<file path="config.mk">
export PLATFORM = sky130hd
export DESIGN_NAME = bfa_seq
export DESIGN_NICKNAME = d
export VERILOG_FILES = /design/src/rtl/bfa_pkg.sv /design/src/rtl/bfa_seq.sv
export SDC_FILE = /design/constraint.sdc
export NUM_CORES = 1
export LEC_CHECK = 0
export BUFFER_PORTS_ARGS = -buffer_cell sky130_fd_sc_hd__buf_4
export CORE_MARGIN = 4
export CORE_UTILIZATION = 40
export CTS_BUF_LIST = sky130_fd_sc_hd__clkbuf_16
export DETAILED_ROUTE_END_ITERATION = 6
export PLACE_DENSITY_LB_ADDON = 0.1
export SYNTH_ARGS = -nofsm -noshare
export SYNTH_HDL_FRONTEND = slang
export SYNTH_SLANG_ARGS = --single-unit
</file>
<file path="constraint.sdc">
create_clock -name i_clk -period 13 [get_ports i_clk]
set_input_delay 0.65 -clock i_clk [delete_from_list [all_inputs] [get_ports i_clk]]
set_output_delay 0.65 -clock i_clk [all_outputs]
set_load 0.01 [all_outputs]
</file>
<file path="src/rtl/bfa_pkg.sv">
// ============================================================================
// Bitmap frame allocator package
// Shared constants, codes, types and helper functions of the allocator.
// ============================================================================
`default_nettype none

package bfa_pkg;

    localparam int MAX_FRAMES = 32768;
    localparam int MAP_BYTES  = MAX_FRAMES / 8;
    localparam int MAP_AW     = $clog2(MAP_BYTES);
    localparam int BYTE_CW    = MAP_AW + 1;

    localparam int FRAME_W    = 20;
    localparam int COUNT_W    = 16;
    localparam int SIZE_W     = 16;
    localparam int CUR_W      = FRAME_W + 1;
    localparam int FUNC_W     = 2;
    localparam int STAT_W     = 3;
    localparam int CFG_IDX_W  = 2;
    localparam int CFG_DATA_W = 20;

    localparam logic [FUNC_W-1:0] FN_INIT    = 2'd0;
    localparam logic [FUNC_W-1:0] FN_GET     = 2'd1;
    localparam logic [FUNC_W-1:0] FN_RELEASE = 2'd2;
    localparam logic [FUNC_W-1:0] FN_MARK    = 2'd3;

    localparam logic [STAT_W-1:0] ST_OK       = 3'd0;
    localparam logic [STAT_W-1:0] ST_NO_FREE  = 3'd1;
    localparam logic [STAT_W-1:0] ST_USED     = 3'd2;
    localparam logic [STAT_W-1:0] ST_NOT_USED = 3'd3;
    localparam logic [STAT_W-1:0] ST_RANGE    = 3'd4;

    localparam logic [CFG_IDX_W-1:0] CFG_POOL_BASE    = 2'd0;
    localparam logic [CFG_IDX_W-1:0] CFG_POOL_SIZE    = 2'd1;
    localparam logic [CFG_IDX_W-1:0] CFG_INFO_IN_POOL = 2'd2;

    localparam logic [7:0] BYTE_ALL_FREE = 8'hFF;
    localparam logic [7:0] BYTE_INFO     = 8'h7F;
    localparam logic [7:0] BYTE_TOP_BIT  = 8'h80;

    typedef struct packed {
        logic [FRAME_W-1:0] pool_base;
        logic [SIZE_W-1:0]  pool_size;
        logic               info_in_pool;
    } t_cfg;

    typedef struct packed {
        logic [FUNC_W-1:0]  func;
        logic [FRAME_W-1:0] frame;
        logic [COUNT_W-1:0] count;
    } t_op;

    typedef struct packed {
        logic [FRAME_W-1:0] alloc_frame;
        logic [STAT_W-1:0]  status;
        logic [SIZE_W-1:0]  free_left;
    } t_result;

    typedef struct packed {
        logic              we;
        logic [MAP_AW-1:0] addr;
        logic [7:0]        wdata;
    } t_mem_req;

    function automatic logic [SIZE_W-1:0] work_size(input logic [SIZE_W-1:0] size);
        logic [SIZE_W-1:0] s;
        s = (32'(size) > MAX_FRAMES) ? SIZE_W'(MAX_FRAMES) : size;
        return {s[SIZE_W-1:3], 3'b000};
    endfunction

    // Position of the first free frame in a byte, counted from the top bit.
    function automatic logic [2:0] first_set(input logic [7:0] b);
        logic [2:0] pos;
        pos = 3'd0;
        for (int i = 0; i < 8; i++) begin
            if (b[i]) begin
                pos = 3'(7 - i);
            end
        end
        return pos;
    endfunction

    function automatic logic [7:0] bit_mask(input logic [2:0] pos);
        return BYTE_TOP_BIT >> pos;
    endfunction

endpackage

`default_nettype wire

</file>
<file path="src/rtl/bfa_seq.sv">
// ============================================================================
// Bitmap frame allocator sequencer
// Runs init, get, release and mark against the bitmap memory and free count.
// ============================================================================
`default_nettype none

module bfa_seq
    import bfa_pkg::*;
(
    input  wire logic     i_clk,
    input  wire logic     i_rst_n,
    input  wire t_cfg     i_cfg,
    input  wire logic     i_valid,
    input  wire t_op      i_op,
    output logic          o_ready,
    input  wire logic     i_out_free,
    output logic          o_done,
    output t_result       o_res,
    output t_mem_req      o_mem,
    input  wire logic [7:0] i_rdata
);

    localparam logic [2:0] S_IDLE = 3'd0;
    localparam logic [2:0] S_INIT = 3'd1;
    localparam logic [2:0] S_SCAN = 3'd2;
    localparam logic [2:0] S_CHK  = 3'd3;
    localparam logic [2:0] S_MOD  = 3'd4;
    localparam logic [2:0] S_DONE = 3'd5;

    logic [2:0]          r_state, n_state;
    logic [FUNC_W-1:0]   r_func, n_func;
    logic [CUR_W-1:0]    r_cur, n_cur;
    logic [COUNT_W-1:0]  r_left, n_left;
    logic [BYTE_CW-1:0]  r_idx, n_idx;
    logic                r_pend, n_pend;
    logic [MAP_AW-1:0]   r_pidx, n_pidx;
    logic [SIZE_W-1:0]   r_free_total, n_free_total;
    logic [FRAME_W-1:0]  r_res_frame, n_res_frame;
    logic [STAT_W-1:0]   r_res_status, n_res_status;

    logic [SIZE_W-1:0]   ws;
    logic [BYTE_CW-1:0]  work_bytes;
    logic [BYTE_CW-1:0]  size_bytes;
    logic                size_ok;
    logic [CUR_W-1:0]    cur_off;
    logic                cur_ok;
    logic [7:0]          cur_mask;
    logic [2:0]          fs;
    logic                dec_ok;
    logic                inc_ok;
    t_mem_req            mem;

    assign ws         = work_size(i_cfg.pool_size);
    assign work_bytes = ws[SIZE_W-1:3];
    assign size_bytes = i_cfg.pool_size[SIZE_W-1:3];
    assign size_ok    = (i_cfg.pool_size >= SIZE_W'(8))
                     && (32'(i_cfg.pool_size) <= MAX_FRAMES)
                     && (i_cfg.pool_size[2:0] == 3'b000);
    assign cur_off    = r_cur - {1'b0, i_cfg.pool_base};
    assign cur_ok     = (r_cur >= {1'b0, i_cfg.pool_base})
                     && (cur_off < CUR_W'(ws));
    assign cur_mask   = bit_mask(cur_off[2:0]);
    assign fs         = first_set(i_rdata);
    assign dec_ok     = (r_free_total != '0);
    assign inc_ok     = (r_free_total != '1);

    always_comb begin
        n_state      = r_state;
        n_func       = r_func;
        n_cur        = r_cur;
        n_left       = r_left;
        n_idx        = r_idx;
        n_pend       = r_pend;
        n_pidx       = r_pidx;
        n_free_total = r_free_total;
        n_res_frame  = r_res_frame;
        n_res_status = r_res_status;
        mem          = '0;
        o_done       = 1'b0;

        unique case (r_state)
            S_IDLE: begin
                if (i_valid) begin
                    n_func       = i_op.func;
                    n_cur        = {1'b0, i_op.frame};
                    n_left       = i_op.count;
                    n_idx        = '0;
                    n_pend       = 1'b0;
                    n_res_frame  = '0;
                    n_res_status = ST_OK;
                    unique case (i_op.func)
                        FN_INIT: begin
                            if (!size_ok) begin
                                n_res_status = ST_RANGE;
                                n_state      = S_DONE;
                            end else begin
                                n_state = S_INIT;
                            end
                        end
                        FN_GET: begin
                            if (!dec_ok || work_bytes == '0) begin
                                n_res_status = ST_NO_FREE;
                                n_state      = S_DONE;
                            end else begin
                                n_state = S_SCAN;
                            end
                        end
                        FN_RELEASE: begin
                            n_state = S_CHK;
                        end
                        FN_MARK: begin
                            n_state = (i_op.count == '0) ? S_DONE : S_CHK;
                        end
                        default: begin
                            n_state = S_IDLE;
                        end
                    endcase
                end
            end
            S_INIT: begin
                mem.we    = 1'b1;
                mem.addr  = r_idx[MAP_AW-1:0];
                mem.wdata = (r_idx == '0 && i_cfg.info_in_pool) ? BYTE_INFO : BYTE_ALL_FREE;
                n_idx     = r_idx + BYTE_CW'(1);
                if (r_idx == size_bytes - BYTE_CW'(1)) begin
                    n_free_total = i_cfg.pool_size - SIZE_W'(i_cfg.info_in_pool);
                    n_state      = S_DONE;
                end
            end
            S_SCAN: begin
                if (r_pend && i_rdata != '0) begin
                    mem.we       = 1'b1;
                    mem.addr     = r_pidx;
                    mem.wdata    = i_rdata & ~bit_mask(fs);
                    n_free_total = r_free_total - SIZE_W'(dec_ok);
                    n_res_frame  = i_cfg.pool_base + FRAME_W'({r_pidx, fs});
                    n_res_status = ST_OK;
                    n_pend       = 1'b0;
                    n_state      = S_DONE;
                end else if (r_pend && {1'b0, r_pidx} == work_bytes - BYTE_CW'(1)) begin
                    n_res_status = ST_NO_FREE;
                    n_pend       = 1'b0;
                    n_state      = S_DONE;
                end else if (r_idx < work_bytes) begin
                    mem.addr = r_idx[MAP_AW-1:0];
                    n_idx    = r_idx + BYTE_CW'(1);
                    n_pend   = 1'b1;
                    n_pidx   = r_idx[MAP_AW-1:0];
                end else begin
                    n_pend = 1'b0;
                end
            end
            S_CHK: begin
                if (!cur_ok) begin
                    n_res_status = ST_RANGE;
                    n_state      = S_DONE;
                end else begin
                    mem.addr = cur_off[MAP_AW+2:3];
                    n_state  = S_MOD;
                end
            end
            S_MOD: begin
                mem.addr = cur_off[MAP_AW+2:3];
                if (r_func == FN_RELEASE) begin
                    if ((i_rdata & cur_mask) != '0) begin
                        n_res_status = ST_NOT_USED;
                    end else begin
                        mem.we       = 1'b1;
                        mem.wdata    = i_rdata | cur_mask;
                        n_free_total = r_free_total + SIZE_W'(inc_ok);
                    end
                    n_state = S_DONE;
                end else begin
                    if ((i_rdata & cur_mask) == '0) begin
                        n_res_status = ST_USED;
                        n_state      = S_DONE;
                    end else begin
                        mem.we       = 1'b1;
                        mem.wdata    = i_rdata & ~cur_mask;
                        n_free_total = r_free_total - SIZE_W'(dec_ok);
                        if (r_left == COUNT_W'(1)) begin
                            n_state = S_DONE;
                        end else begin
                            n_left  = r_left - COUNT_W'(1);
                            n_cur   = r_cur + CUR_W'(1);
                            n_state = S_CHK;
                        end
                    end
                end
            end
            S_DONE: begin
                if (i_out_free) begin
                    o_done  = 1'b1;
                    n_state = S_IDLE;
                end
            end
            default: begin
                n_state = S_IDLE;
            end
        endcase
    end

    always_ff @(posedge i_clk) begin
        if (!i_rst_n) begin
            r_state      <= S_IDLE;
            r_pend       <= 1'b0;
            r_free_total <= '0;
        end else begin
            r_state      <= n_state;
            r_pend       <= n_pend;
            r_free_total <= n_free_total;
        end
        r_func       <= n_func;
        r_cur        <= n_cur;
        r_left       <= n_left;
        r_idx        <= n_idx;
        r_pidx       <= n_pidx;
        r_res_frame  <= n_res_frame;
        r_res_status <= n_res_status;
    end

    assign o_ready = (r_state == S_IDLE);
    assign o_mem   = mem;
    assign o_res   = '{alloc_frame: r_res_frame, status: r_res_status, free_left: r_free_total};

    a_write_state: assert property (@(posedge i_clk) disable iff (!i_rst_n)
        mem.we |-> (r_state == S_INIT || r_state == S_SCAN || r_state == S_MOD))
        else $error("bitmap write outside a modifying state");

    a_total_change: assert property (@(posedge i_clk) disable iff (!i_rst_n)
        ($past(i_rst_n) && !$stable(r_free_total)) |->
        ($past(r_state) == S_INIT || $past(r_state) == S_SCAN || $past(r_state) == S_MOD))
        else $error("free count changed outside a modifying state");

    a_scan_nonempty: assert property (@(posedge i_clk) disable iff (!i_rst_n)
        (r_state == S_SCAN) |-> (r_free_total != '0))
        else $error("scan running with an empty pool");

    a_pend_bound: assert property (@(posedge i_clk) disable iff (!i_rst_n)
        (r_state == S_SCAN && r_pend) |-> ({1'b0, r_pidx} < work_bytes))
        else $error("scan read beyond the working pool");

endmodule

`default_nettype wire

</file>
* After elaboration in Yosys (flattened, before gate mapping)
Index checks and enable logic that the tools add are counted.
** Cells by class
- Add/subtract/negate cells :: 10
- Order comparisons :: 6
- Equality and inequality tests :: 29
- Shift operators :: 2
- Mux-type cells :: 81
- Bitwise logic cells :: 8
- Reductions and logical operators :: 32
** Operators with widths (number)
- 2-to-1 mux 16 bit :: 10
- 2-to-1 mux 21 bit :: 4
- 2-to-1 mux 3 bit :: 27
- 2-to-1 mux 13 bit :: 4
- 2-to-1 mux 12 bit :: 4
- case mux 12 bit (4 select lines) :: 1
- case mux 16 bit (3 select lines) :: 1
- case mux 21 bit (2 select lines) :: 1
- 2-to-1 mux 20 bit :: 2
- 2-to-1 mux 8 bit :: 5
- case mux 20 bit (2 select lines) :: 1
- case mux 13 bit (3 select lines) :: 1
- case mux 16 bit (2 select lines) :: 1
- subtractor 16 x 1 -> 16 bit :: 2
- logical NOT 13 bit :: 2
- subtractor 13 x 1 -> 13 bit (second input constant) :: 2
- bitwise AND 8 bit :: 3
- case mux 3 bit (4 select lines) :: 2
- case mux 8 bit (3 select lines) :: 1
- != test 2 bit (second input constant) :: 11
- adder 21 x 1 -> 21 bit (second input constant) :: 1
- greater-or-equal comparator 21 x 20 -> 1 bit :: 1
- less-than comparator 21 x 16 -> 1 bit :: 1
- subtractor 21 x 20 -> 21 bit :: 1
- other kinds (44) :: 79
** Storage, ports and cells
- Register bits :: 107
- Output and inout port bits :: 62
- Word-level logic and storage cells :: 178

* Longest topological paths before layout
- Word-level depth :: 13
- Gate-level depth with buffers :: 22
- Depth with buffers taken out :: 21

* Least setup slack after synthesis
Ideal clock, no wire load.
- Path kind :: input-to-reg
- Start :: input i_cfg[4] in the netlist's numbering
- End :: register r_idx[0] (enable)
- Library setup time :: 387 ps
- Data arrival time :: 5071 ps
- Required time :: 12613 ps
- Path slack :: 7542 ps
- Stages on the path :: 17
- Path buffers :: 3
- Path through :: clkbuf_1 > inv_1 > ha_1 > or4b_1 > o41ai_4 > buf_6 > nand2_1 > ha_1 > clkbuf_1 > xor2_1 > nor2_1 > a222oi_1 > o22ai_1 > a32o_1 > and4_4 > or4_1 > a21oi_1
** Between the ends
- Cells in the longest elaborated chain, start to end :: 7
** Ends and longest elaborated chain
- start: declaration :: line bfa_seq.sv:12 : input wire t_cfg i_cfg,
- greater-than comparator 16 bit :: line bfa_pkg.sv:68 : s = (32'(size) > MAX_FRAMES) ? SIZE_W'(MAX_FRAMES) : size;
- 2-to-1 mux 16 bit * :: line bfa_pkg.sv:68
- subtractor 13 x 1 -> 13 bit :: line bfa_seq.sv:140 : end else if (r_pend && {1'b0, r_pidx} == work_bytes - BYTE_CW'(1)) begin
- equality test 12 x 13 -> 1 bit :: line bfa_seq.sv:140
- logical AND 1 bit :: line bfa_seq.sv:140
- != test 2 bit (no source line)
- AND reduction 5 bit (no source line) *
- end signal: assignment :: line bfa_seq.sv:216 : r_idx <= n_idx;
- end: declaration :: line bfa_seq.sv:34 : logic [BYTE_CW-1:0] r_idx, n_idx;
Every way passes the cells marked *; elsewhere a longest branch is shown, timed or not.
A chain may end at the register's enable or synchronous reset.

==> flow_summary.yaml <==
critical_path:
  reg2reg_slack_ns: 7.55
  arrival_ns: 5.71
  cp.required_ns: 12.35
  critPathCaptureType: "primary output"
  worstRegToRegCells: 21
  crit_path_start_kind: "flop"
  r2r-end: "r_res_status[1]"
  r2r_start: "r_cur[0]"
  cp_max_fo: 12
  worstSetupPathType: "flop to primary output"
pwr:
  p_per_area_mw_per_mm2: 214
  p_leak_nw: 4.86
  ir_drop_mv: 0.0859
  power_mw: 2.59
grt:
  grt_max_degree: 77
  overflow: 0
  grt_pass1_vias: 9528
  grt_pass1_wl_microns: 53900
  antenna_found_initial: 0
  grt_usage: 0.236
clock_tree:
  ctsResizeCount: 0
  h-tree-depth: 3
  cts_buffers: 9
  cts_tree: "built"
  post-cts-setup-buffer-count: 0
  root_buffer: "clkbuf_16"
  path_clk_slew_ns: 0.08
  clock_path_buffers: 2
  postCtsHoldBufs: 0
  cts.sinks: 107
  clkLatencyLatePin_ns: 0.37
sta:
  fmax_mhz: 157
  finalCriticalPeriod_ns: 6.36
  timing_max_transition_violations_final: 0
  finalCritPeriodShare: 0.489
  hold_viol: 0
  slew-limit-headroom: 0.157
  fin_worst_skew_ns: 0.0153
  timing.setup.tns_ns: 0
  tightest_slew_ns: 1.26
  finalWorstSetupSlack_ns: 6.64
  rsz0062_at_grt: "false"
  finalSetupViolCount: 0
drt:
  routed_wl_microns: 34700
  maxUsedRoutingLayer: "met4"
  wl_met1_microns: 15900
  vias: 10100
  dr_wl_met2_microns: 15900
  drc: 0
  drtAntennaViolNets: 0
  vias_per_cell: 5.83
  dr_wl_met3_microns: 2100
  drtIter0Drc: 821
  wire_per_inst_microns: 20.1
  drt_first_pass_iters: 7
floorplanning:
  die_h_microns: 169
  die_w_microns: 169
  start_util: 0.410
  io_pins: 149
  core-area_sq_mm: 0.0254
  num_rows: 58
  dieArea_sq_mm: 0.0287
layout:
  drive_above_1_share: 0.147
  area.sequential_sq_mm: 0.00301
  fin_cells: 1724
  fill_cells: 2607
  design_area_sq_mm: 0.0121
  synthToLayoutAreaGrowth_pct: 15.9
  final_nets: 1556
  antenna_cells: 0
  multi_input_area_sq_mm: 0.00685
yosys:
  ys_ff_latch: 107
  ys_seq_area_frac: 0.289
  synth_common_cells: "146 x nand2_1, 110 x nor2_1, 90 x o21ai_0"
  ys_top_cells_by_area: "edfxtp_1 25%, ha_1 9.2%, nand2_1 5.3%"
  yosysTopAreaCellShare: 0.251
  syn_area_per_cell_sq_um: 8.12
  synth_area_sq_mm: 0.0104
  synth-edff-count: 87
  yosys_warnings: 0
  ys_types: 84
  synth_top_cell_by_area: "edfxtp_1"
  synth_cells: 1284
  synth_nets: 1450
  synth_most_common_cell: "nand2_1"
  ys_async_sr_fraction: 0
  dominantRegCellSynth: "edfxtp_1"
place:
  gp_congestion: 0.919
  post-place-cells: 1709
  placed_area_sq_mm: 0.0118
  preCtsSetupSlack_ns: 6.86
  portBuffers: 148
  place.detailed.hpwl_microns: 26700
min_path:
  hold_class: "primary input to flop"
  whs_endpoint: "r_func[1]"
  holdPathStages: 1
  min_from: "i_op[37]"
run_status:
  status: "finished clean"
job:
  drv_cap: 0
-- routing by layer --
layer  GRT usage  vias to the layer above
met2       0.376                      325
met1       0.333                     4752
met4      0.0676                        0
li1            -                     4931
met5           0                        -
met3      0.0389                       50
-- how the worst max path moves through the flow --
stage | from | end | slack (ns) | depth (start not counted)
final | r_cur[0] | o_mem[17] | 6.64 | 23
after global routing | r_cur[0] | o_mem[17] | 6.18 | 23
after CTS | r_cur[0] | o_mem[17] | 6.70 | 23
after detailed placement | i_cfg[17] | o_mem[17] | 6.86 | 23
after global placement | i_cfg[17] | o_mem[17] | 7.02 | 23
after floorplan | i_cfg[4] | r_idx[0] | 7.54 | 17
-- through the flow --
step / hold slack (ns) / utilization
floorplan: 0.455 / -
global placement: 0.538 / 0.463
detailed placement: 0.548 / 0.463
CTS: 0.499 / 0.475
global route: 0.500 / 0.475
finish: 0.511 / 0.475
-- registers in the layout, indices dropped and copies added (netlist names) --
name and cells:
r_state 3, r_left 16, r_idx 13, r_pend 1, r_func 2, r_free_total 16, r_res_status 3, r_res_frame 20
r_pidx 12, r_cur 21
-- critical path: stages (launching register included) --
cell and delay, ns:
edfxtp_1 0.44, inv_1 0.08, ha_1 0.16, inv_1 0.05, fa_1 0.45, a211oi_1 0.29
o21ai_0 0.19, and2_1 0.21, a41oi_1 0.36, o21bai_1 0.10, a21oi_1 0.18, xor2_1 0.26
inv_1 0.07, ha_1 0.30, nand4_1 0.11, nor3_1 0.08, a2111oi_0 0.42, a31o_2 0.23
o2111ai_1 0.13, nor4bb_1 0.40, a41oi_1 0.17, buf_4 0.24, o221ai_1 0.25, buf_4 0.17
-- kinds of logic (layout without fill, tap and decap cells) --
logic type,after synthesis,after routing,synth area share
compound gates,324,324,0.206
xor+xnor,105,105,0.0909
fa+ha+maj,79,79,0.0963
buf+inv,141,251,0.0544
flops,107,107,0.289
mux,17,17,0.0164
simple gates,511,511,0.246
-- area by class of cell --
type | count | share of cell area
clock inverter | 6 | 0.00808
sequential | 107 | 0.249
tap | 330 | 0.0342
inverter | 79 | 0.0246
clock buffer | 9 | 0.0186
multi-input combinational | 1036 | 0.567
timing repair buffer | 157 | 0.0976
-- layout by cell type, fill, tap and decap left out, drive strengths merged, types with 43 or more instances in the layout --
master,n
o21ai,93
nor2,111
xor2,43
edfxtp,87
nor3,47
buf,157
inv,79
a21oi,63
xnor2,60
nand2,146
ha,77
-- report_power, final --
| part | leakage (nW) | switching (mW) | internal [mW] |
|---|---|---|---|
| sequential | 1.00 | 0.205 | 0.559 |
| clock | 0.158 | 0.146 | 0.171 |
| combinational | 3.70 | 0.895 | 0.609 |
| total | 4.86 | 1.25 | 1.34 |
No activity file was read; power rests on OpenSTA's default activity.
